$ cat config.mk
export PLATFORM = sky130hd
export DESIGN_NAME = fraction_add_multiply_reduce_flat
export DESIGN_NICKNAME = d
export VERILOG_FILES = /design/src/sv/famr_pkg.sv /design/src/sv/famr_if.sv /design/src/sv/famr_dp.sv /design/src/sv/famr_ctrl.sv /design/src/sv/fraction_add_multiply_reduce.sv /design/src/flat_wrapper.sv
export SDC_FILE = /design/constraint.sdc
export NUM_CORES = 2
export LEC_CHECK = 0
export BUFFER_PORTS_ARGS = -buffer_cell sky130_fd_sc_hd__buf_4
export CAP_MARGIN = 20
export CORE_AREA = 2 2 263 265
export CTS_BUF_LIST = sky130_fd_sc_hd__clkbuf_2 sky130_fd_sc_hd__clkbuf_4 sky130_fd_sc_hd__clkbuf_8
export CTS_CLUSTER_DIAMETER = 200
export DETAILED_ROUTE_END_ITERATION = 10
export DIE_AREA = 0 0 265 267
export MAX_ROUTING_LAYER = met4
export PLACE_DENSITY = 0.82
export SKIP_CTS_REPAIR_TIMING = 1
export SYNTH_ARGS = -nofsm -noshare
export SYNTH_HDL_FRONTEND = slang
export SYNTH_SLANG_ARGS = --single-unit
$ cat constraint.sdc
create_clock -name clk -period 9.27 [get_ports clk]
set_clock_uncertainty 0.05 [all_clocks]
set_input_delay 0.927 -clock clk [delete_from_list [all_inputs] [get_ports clk]]
set_output_delay 0.927 -clock clk [all_outputs]
set_load 0.005 [all_outputs]
$ cat src/sv/famr_pkg.sv
package famr_pkg;

	localparam int OPERAND_BITS_DEF = 16;

	localparam logic OP_ADD = 1'b0;
	localparam logic OP_MUL = 1'b1;

	typedef enum logic [1:0] {
		MUL_FIRST = 2'd0,
		MUL_CROSS = 2'd1,
		MUL_DEN   = 2'd2
	} mul_sel_t;

	typedef struct packed {
		logic     capture;
		logic     mul_en;
		mul_sel_t mul_sel;
		logic     num_ld;
		logic     num_acc;
		logic     gcd_init;
		logic     gcd_step;
		logic     div_init;
		logic     div_step;
		logic     out_load;
	} cmd_t;

	typedef struct packed {
		logic skip;
		logic gcd_done;
	} status_t;

endpackage

$ cat src/sv/famr_if.sv
interface famr_in_if #(
	parameter int N = famr_pkg::OPERAND_BITS_DEF
);
	logic         valid;
	logic         ready;
	logic         opcode;
	logic [N-1:0] a_numerator;
	logic [N-1:0] a_denominator;
	logic [N-1:0] b_numerator;
	logic [N-1:0] b_denominator;

	modport source (
		output valid, opcode, a_numerator, a_denominator, b_numerator, b_denominator,
		input  ready
	);
	modport sink (
		input  valid, opcode, a_numerator, a_denominator, b_numerator, b_denominator,
		output ready
	);
endinterface

interface famr_out_if #(
	parameter int N = famr_pkg::OPERAND_BITS_DEF
);
	logic           valid;
	logic           ready;
	logic [2*N:0]   result_numerator;
	logic [2*N-1:0] result_denominator;
	logic           bad_input;

	modport source (
		output valid, result_numerator, result_denominator, bad_input,
		input  ready
	);
	modport sink (
		input  valid, result_numerator, result_denominator, bad_input,
		output ready
	);
endinterface

$ cat src/sv/famr_dp.sv
module famr_dp #(
	parameter int OPERAND_BITS = famr_pkg::OPERAND_BITS_DEF
) (
	input  logic                      clk,
	input  logic                      arst_n,
	input  famr_pkg::cmd_t            cmd,
	output famr_pkg::status_t         status,
	input  logic                      opcode,
	input  logic [OPERAND_BITS-1:0]   a_numerator,
	input  logic [OPERAND_BITS-1:0]   a_denominator,
	input  logic [OPERAND_BITS-1:0]   b_numerator,
	input  logic [OPERAND_BITS-1:0]   b_denominator,
	output logic [2*OPERAND_BITS:0]   result_numerator,
	output logic [2*OPERAND_BITS-1:0] result_denominator,
	output logic                      bad_input
);

	localparam int N  = OPERAND_BITS;
	localparam int PW = 2 * N;
	localparam int W  = 2 * N + 1;
	localparam int KW = $clog2(W);

	logic          op_q;
	logic [N-1:0]  an_q, ad_q, bn_q, bd_q;
	logic          bad_q;
	logic [PW-1:0] prod_q;
	logic [W-1:0]  num_q;
	logic [PW-1:0] den_q;
	logic [W-1:0]  u_q, v_q;
	logic [KW-1:0] k_q;
	logic [W-1:0]  g_q;
	logic [W-1:0]  rem_n_q, rem_d_q, dvd_n_q, dvd_d_q;
	logic [W:0]    trial_n, trial_d, sub_n, sub_d;
	logic          ge_n, ge_d;
	logic [N-1:0]  mx, my;
	logic          skip;

	// operand capture
	always_ff @(posedge clk) begin
		if (cmd.capture) begin
			op_q  <= opcode;
			an_q  <= a_numerator;
			ad_q  <= a_denominator;
			bn_q  <= b_numerator;
			bd_q  <= b_denominator;
			bad_q <= (a_denominator == '0) || (b_denominator == '0);
		end
	end

	always_comb begin
		mx = '0;
		my = '0;
		unique case (cmd.mul_sel)
			famr_pkg::MUL_FIRST: begin
				mx = an_q;
				my = (op_q == famr_pkg::OP_ADD) ? bd_q : bn_q;
			end
			famr_pkg::MUL_CROSS: begin
				mx = (op_q == famr_pkg::OP_ADD) ? ad_q : '0;
				my = bn_q;
			end
			famr_pkg::MUL_DEN: begin
				mx = ad_q;
				my = bd_q;
			end
			default: begin
				mx = '0;
				my = '0;
			end
		endcase
	end

	always_ff @(posedge clk) begin
		if (cmd.mul_en)
			prod_q <= PW'(mx) * PW'(my);
		if (cmd.num_ld)
			num_q <= W'(prod_q);
		else if (cmd.num_acc)
			num_q <= num_q + W'(prod_q);
	end

	assign skip   = bad_q || (num_q == '0);
	assign status = '{skip: skip, gcd_done: (u_q == '0) || (v_q == '0)};

	// binary gcd, one step per cycle
	always_ff @(posedge clk) begin
		if (cmd.gcd_init) begin
			den_q <= prod_q;
			u_q   <= num_q;
			v_q   <= W'(prod_q);
			k_q   <= '0;
		end else if (cmd.gcd_step) begin
			if (!u_q[0] && !v_q[0]) begin
				u_q <= u_q >> 1;
				v_q <= v_q >> 1;
				k_q <= k_q + KW'(1);
			end else if (!u_q[0]) begin
				u_q <= u_q >> 1;
			end else if (!v_q[0]) begin
				v_q <= v_q >> 1;
			end else if (u_q >= v_q) begin
				u_q <= u_q - v_q;
			end else begin
				v_q <= v_q - u_q;
			end
		end
	end

	// restoring division of numerator and denominator by the gcd
	assign trial_n = {rem_n_q, dvd_n_q[W-1]};
	assign trial_d = {rem_d_q, dvd_d_q[W-1]};
	assign ge_n    = trial_n >= {1'b0, g_q};
	assign ge_d    = trial_d >= {1'b0, g_q};
	assign sub_n   = ge_n ? (trial_n - {1'b0, g_q}) : trial_n;
	assign sub_d   = ge_d ? (trial_d - {1'b0, g_q}) : trial_d;

	always_ff @(posedge clk) begin
		if (cmd.div_init) begin
			g_q     <= (u_q | v_q) << k_q;
			rem_n_q <= '0;
			rem_d_q <= '0;
			dvd_n_q <= num_q;
			dvd_d_q <= W'(den_q);
		end else if (cmd.div_step) begin
			rem_n_q <= sub_n[W-1:0];
			rem_d_q <= sub_d[W-1:0];
			dvd_n_q <= {dvd_n_q[W-2:0], ge_n};
			dvd_d_q <= {dvd_d_q[W-2:0], ge_d};
		end
	end

	always_ff @(posedge clk) begin
		if (cmd.out_load) begin
			result_numerator   <= skip ? '0 : dvd_n_q;
			result_denominator <= skip ? PW'(1) : dvd_d_q[PW-1:0];
			bad_input          <= bad_q;
		end
	end

`ifndef NO_ASSERTIONS
	a_gcd_operands_live: assert property (@(posedge clk) disable iff (!arst_n)
		cmd.gcd_step |-> (u_q != '0) && (v_q != '0))
		else $error("gcd stepped with a zero operand");
	a_div_rem_bounded: assert property (@(posedge clk) disable iff (!arst_n)
		cmd.div_step |-> (g_q != '0) && (rem_n_q < g_q) && (rem_d_q < g_q))
		else $error("division remainder out of range");
`endif

endmodule

$ cat src/sv/famr_ctrl.sv
module famr_ctrl #(
	parameter int OPERAND_BITS = famr_pkg::OPERAND_BITS_DEF
) (
	input  logic              clk,
	input  logic              arst_n,
	input  logic              item_valid,
	output logic              item_ready,
	output logic              res_valid,
	input  logic              res_ready,
	output famr_pkg::cmd_t    cmd,
	input  famr_pkg::status_t status
);

	localparam int W  = 2 * OPERAND_BITS + 1;
	localparam int CW = $clog2(W);
	localparam logic [CW-1:0] DIV_LAST = CW'(W - 1);

	typedef enum logic [8:0] {
		ST_IDLE  = 9'b000000001,
		ST_MUL0  = 9'b000000010,
		ST_MUL1  = 9'b000000100,
		ST_MUL2  = 9'b000001000,
		ST_INIT  = 9'b000010000,
		ST_GCD   = 9'b000100000,
		ST_GLOAD = 9'b001000000,
		ST_DIV   = 9'b010000000,
		ST_DONE  = 9'b100000000
	} state_t;

	state_t        state_q, state_nxt;
	logic [CW-1:0] cnt_q;
	logic          res_valid_q;
	logic          out_free;

	assign item_ready = (state_q == ST_IDLE);
	assign res_valid  = res_valid_q;
	assign out_free   = !res_valid_q || res_ready;

	always_comb begin
		state_nxt = state_q;
		cmd       = '0;
		cmd.mul_sel = famr_pkg::MUL_FIRST;
		unique case (state_q)
			ST_IDLE: begin
				cmd.capture = item_valid;
				if (item_valid)
					state_nxt = ST_MUL0;
			end
			ST_MUL0: begin
				cmd.mul_en = 1'b1;
				state_nxt  = ST_MUL1;
			end
			ST_MUL1: begin
				cmd.mul_en  = 1'b1;
				cmd.mul_sel = famr_pkg::MUL_CROSS;
				cmd.num_ld  = 1'b1;
				state_nxt   = ST_MUL2;
			end
			ST_MUL2: begin
				cmd.mul_en  = 1'b1;
				cmd.mul_sel = famr_pkg::MUL_DEN;
				cmd.num_acc = 1'b1;
				state_nxt   = ST_INIT;
			end
			ST_INIT: begin
				cmd.gcd_init = 1'b1;
				state_nxt    = status.skip ? ST_DONE : ST_GCD;
			end
			ST_GCD: begin
				if (status.gcd_done)
					state_nxt = ST_GLOAD;
				else
					cmd.gcd_step = 1'b1;
			end
			ST_GLOAD: begin
				cmd.div_init = 1'b1;
				state_nxt    = ST_DIV;
			end
			ST_DIV: begin
				cmd.div_step = 1'b1;
				if (cnt_q == '0)
					state_nxt = ST_DONE;
			end
			ST_DONE: begin
				if (out_free) begin
					cmd.out_load = 1'b1;
					state_nxt    = ST_IDLE;
				end
			end
			default: state_nxt = ST_IDLE;
		endcase
	end

	always_ff @(posedge clk or negedge arst_n) begin
		if (!arst_n) begin
			state_q     <= ST_IDLE;
			cnt_q       <= '0;
			res_valid_q <= 1'b0;
		end else begin
			state_q <= state_nxt;
			if (state_q == ST_GLOAD)
				cnt_q <= DIV_LAST;
			else if (state_q == ST_DIV)
				cnt_q <= cnt_q - CW'(1);
			if (cmd.out_load)
				res_valid_q <= 1'b1;
			else if (res_ready)
				res_valid_q <= 1'b0;
		end
	end

`ifndef NO_ASSERTIONS
	a_accept_starts: assert property (@(posedge clk) disable iff (!arst_n)
		(state_q == ST_IDLE) && item_valid |=> (state_q == ST_MUL0))
		else $error("accepted transaction did not start multiply");
	a_div_length: assert property (@(posedge clk) disable iff (!arst_n)
		(state_q == ST_DIV) && (cnt_q == '0) |=> (state_q == ST_DONE))
		else $error("division did not finish on last step");
	a_load_free: assert property (@(posedge clk) disable iff (!arst_n)
		cmd.out_load |=> res_valid_q && (state_q == ST_IDLE))
		else $error("result load lost");
`endif

endmodule

$ cat src/sv/fraction_add_multiply_reduce.sv
// channel   modport  transaction
// operands  sink     opcode, a_numerator, a_denominator, b_numerator, b_denominator
// reduced   source   result_numerator, result_denominator, bad_input
//
// One transaction at a time; its length is set by the one-step binary GCD loop and
// the bit-serial divider, and a zero denominator or zero numerator skips both.
// arst_n clears the controller and the result valid; payload registers are not reset.
// The result register lets the next transaction enter while a result waits;
// a stalled result holds the controller in its last state.
module fraction_add_multiply_reduce #(
	parameter int OPERAND_BITS = famr_pkg::OPERAND_BITS_DEF
) (
	input logic          clk,
	input logic          arst_n,
	famr_in_if.sink      operands,
	famr_out_if.source   reduced
);

	famr_pkg::cmd_t    cmd;
	famr_pkg::status_t status;

	famr_ctrl #(.OPERAND_BITS(OPERAND_BITS)) u_ctrl (
		.clk        (clk),
		.arst_n     (arst_n),
		.item_valid (operands.valid),
		.item_ready (operands.ready),
		.res_valid  (reduced.valid),
		.res_ready  (reduced.ready),
		.cmd        (cmd),
		.status     (status)
	);

	famr_dp #(.OPERAND_BITS(OPERAND_BITS)) u_dp (
		.clk                (clk),
		.arst_n             (arst_n),
		.cmd                (cmd),
		.status             (status),
		.opcode             (operands.opcode),
		.a_numerator        (operands.a_numerator),
		.a_denominator      (operands.a_denominator),
		.b_numerator        (operands.b_numerator),
		.b_denominator      (operands.b_denominator),
		.result_numerator   (reduced.result_numerator),
		.result_denominator (reduced.result_denominator),
		.bad_input          (reduced.bad_input)
	);

endmodule
$ cat src/flat_wrapper.sv
// flat-port wrapper written by rule: the top's interface ports become plain ports
module fraction_add_multiply_reduce_flat 
#(
	parameter int OPERAND_BITS = famr_pkg::OPERAND_BITS_DEF
)
  (clk, arst_n, operands_valid, operands_opcode, operands_a_numerator, operands_a_denominator, operands_b_numerator, operands_b_denominator, operands_ready, reduced_valid, reduced_result_numerator, reduced_result_denominator, reduced_bad_input, reduced_ready);
  famr_in_if operands_i ();
  famr_out_if reduced_i ();
  input logic clk;
  input logic arst_n;
  input wire logic [$bits(operands_i.valid)-1:0] operands_valid;
  input wire logic [$bits(operands_i.opcode)-1:0] operands_opcode;
  input wire logic [$bits(operands_i.a_numerator)-1:0] operands_a_numerator;
  input wire logic [$bits(operands_i.a_denominator)-1:0] operands_a_denominator;
  input wire logic [$bits(operands_i.b_numerator)-1:0] operands_b_numerator;
  input wire logic [$bits(operands_i.b_denominator)-1:0] operands_b_denominator;
  output wire logic [$bits(operands_i.ready)-1:0] operands_ready;
  output wire logic [$bits(reduced_i.valid)-1:0] reduced_valid;
  output wire logic [$bits(reduced_i.result_numerator)-1:0] reduced_result_numerator;
  output wire logic [$bits(reduced_i.result_denominator)-1:0] reduced_result_denominator;
  output wire logic [$bits(reduced_i.bad_input)-1:0] reduced_bad_input;
  input wire logic [$bits(reduced_i.ready)-1:0] reduced_ready;
  assign operands_i.valid = operands_valid;
  assign operands_i.opcode = operands_opcode;
  assign operands_i.a_numerator = operands_a_numerator;
  assign operands_i.a_denominator = operands_a_denominator;
  assign operands_i.b_numerator = operands_b_numerator;
  assign operands_i.b_denominator = operands_b_denominator;
  assign operands_ready = operands_i.ready;
  assign reduced_valid = reduced_i.valid;
  assign reduced_result_numerator = reduced_i.result_numerator;
  assign reduced_result_denominator = reduced_i.result_denominator;
  assign reduced_bad_input = reduced_i.bad_input;
  assign reduced_i.ready = reduced_ready;
  fraction_add_multiply_reduce #(.OPERAND_BITS(OPERAND_BITS)) u_core (.clk(clk), .arst_n(arst_n), .operands(operands_i), .reduced(reduced_i));
endmodule
==> metrics.txt <==
Syn Inst Count=4086; asr flop ratio synth=0.0332; DP HPWL=87.6 mm; non-filler cells, final=5146; Synth warnings=0; die area=70800 um2; Mapped Nets=4657; unrepaired setup endpoints after global routing=false; Pre-antenna DRT Iters=6; Remaining Overflow, GRT=0; Post-Place Cells=4997; Yosys cell types=106; Max Fclk=115 MHz; CP max stage delay=0.56 ns; Tightest Hold Check Type=in -> async; # Max-Cap Violations=0; status=completed; post-route cell area=41900 um2; cell taking the most area after synthesis=edfxtp_1; Layout area overhead=9.60%; DRC errors left=0; R2R Path Start=u_core.u_ctrl.state_q[6]; Pins Over Slew Limit=0; Global Route Usage Sum=0.331; port bufs=136; Ports=137; Avg Inst Size Synth=9.37 um2; Starting Density=0.563; layout cells sized above 1=0.104; largest net degree at the start of global routing=79; Critical Path RT=9.66 ns; clk_lat worst skew=0.70 ns; setup slack, reg-to-reg=0.60 ns; final setup TNS=0 ns; Die Height=267 um; CTS buffer count=82; Setup Viol. Count Final=0; Placed Area=40200 um2; Antenna Nets Post-Route=0; Slew @ Worst Pin=1.07 ns; Mapped Area=38300 um2; vias after detailed routing=31000; Worst setup SP type=register; Hold Fails Final Rpt=0; first-pass GRT wire length=176 mm; most common cell type on the critical path=fa_1; crit path kind=reg -> reg; WL final=114 mm; root buf cell=clkbuf_8; FF-to-FF path depth=27; post-synthesis sequential area ratio=0.357; initial antenna violation count=4; maximum fanout along the worst path=16; DIE WIDTH=265 um; Final nets=4770; Synth Flop Type=edfxtp_1; number of global-route vias before repair=30700; Worst R2R End=u_core.u_dp.prod_q[31]; core area=68000 um2; clk buf depth=3; post-layout util=0.617; Synth top area share=0.307; Starting DRT DRC Count=3010; CTS tree=yes; Routed WL per cell=22.1 um; Post-synth EDFFs=391; CTS H-Tree Depth=3; clk slew on worst S/H paths=0.06 ns; CP arrival=9.06 ns; Max-slew headroom=0.283; post-route minimum period=8.67 ns; CTS sink count=482; top cells by area, synth=edfxtp_1, fa_1, ha_1, nand2_1, dfxtp_1; register bit count reported by yosys=482; Rows=96; CP endpoint kind=register; Critical-path top delay cell=fa_1; DR vias/cell=6.03; final period utilization=0.935; Placer Congestion=1.04
## routing by layer
layer	share of wire	vias up	wire, um	global-route usage
met3	0.086	286	9820	0.0595
li1	-	14400	-	-
met4	0.041	0	4700	0.127
met1	0.41	15000	46300	0.421
met5	0	-	0	-
met2	0.47	1407	53100	0.529
## sequential cells by signal, summed over array words and instances (netlist names), 32 cells and up
signal                          flops
u_core.u_dp.den_q                  32
u_core.u_dp.num_q                  33
u_core.u_dp.rem_n_q                33
u_core.u_dp.prod_q                 32
u_core.u_dp.dvd_n_q                33
u_core.u_dp.rem_d_q                33
u_core.u_dp.result_numerator       33
u_core.u_dp.g_q                    33
u_core.u_dp.result_denominator     32
u_core.u_dp.dvd_d_q                33
u_core.u_dp.v_q                    33
u_core.u_dp.u_q                    33
## critical path, delay by kind of cell (launching register included)
family,cells,cell delay (ns)
xor+xnor,1,0.12
flops,1,0.47
compound gates,8,2.17
buf+inv,5,0.24
mux,1,0.49
simple gates,5,1.49
fa+ha+maj,7,3.36
## synthesized netlist by cell type (28+ instances only)
master      n
a21oi_1   265
nand2b_1   36
nor3_1     58
edfxtp_1  391
xor2_1     43
a211oi_1   35
fa_1      199
o21bai_1   35
ha_1      303
nor2b_1    41
dfxtp_1    75
nand2_1   565
nor4_1     50
and2_1     86
buf_2      32
xnor2_1   137
a21o_1     71
inv_1     400
clkbuf_1  110
mux2i_1    71
a22oi_1    32
o21ai_1    52
and3_1     28
o21ai_0   163
nor2_1    399
## through the flow
| step | setup WS [ns] | hold WS (ns) |
|---|---|---|
| final | 0.599 | 0.0408 |
| after global routing | 0.0635 | 0.0324 |
| after CTS | 0.381 | 0.0219 |
| after detailed placement | 0.369 | 0.412 |
| after global placement | 0.660 | 0.407 |
| after floorplan | 1.48 | 0.377 |
## how the worst max path moves through the flow
| stage | from | to | slack (ns) |
|---|---|---|---|
| after floorplan | u_core.u_ctrl.state_q[6] | u_core.u_dp.prod_q[31] | 1.48 |
| after global placement | u_core.u_ctrl.state_q[6] | u_core.u_dp.prod_q[31] | 0.66 |
| after detailed placement | u_core.u_ctrl.state_q[6] | u_core.u_dp.prod_q[31] | 0.37 |
| after CTS | u_core.u_ctrl.state_q[6] | u_core.u_dp.prod_q[31] | 0.38 |
| after global routing | u_core.u_ctrl.state_q[7] | u_core.u_dp.prod_q[31] | 0.06 |
| final | u_core.u_ctrl.state_q[6] | u_core.u_dp.prod_q[31] | 0.60 |
## cell type report
cell class                 instances  area [um2]
clock inverter                    30         329
clock buffer                     116        1430
sequential                       482       13600
fill                            5653       26000
tap                              882        1100
inverter                         405        1520
multi-input combinational       3036       22500
antenna                            3        7.51
timing repair buffer             192        1440
## cell usage in the layout (no fill, tap or decap), types with 52 or more instances in the layout
cell type / instances
dfxtp_1: 74
nor3_1: 57
nand2_1: 564
clkbuf_8: 90
nor2_1: 397
o21ai_0: 162
xnor2_1: 137
and2_1: 85
buf_4: 192
o21ai_1: 52
edfxtp_1: 391
a21o_1: 70
fa_1: 199
mux2i_1: 71
a21oi_1: 264
inv_1: 397
ha_1: 303
## cells by family after synthesis
| logic type | Yosys count | synth area share |
|---|---|---|
| mux | 98 | 0.0277 |
| xor+xnor | 180 | 0.0412 |
| simple gates | 1370 | 0.161 |
| fa+ha+maj | 502 | 0.203 |
| flops | 482 | 0.357 |
| compound gates | 886 | 0.152 |
| buf+inv | 568 | 0.0582 |
Power is not shown: default switching activity piles up to over one toggle a cycle in this logic, so the estimate is an artifact.
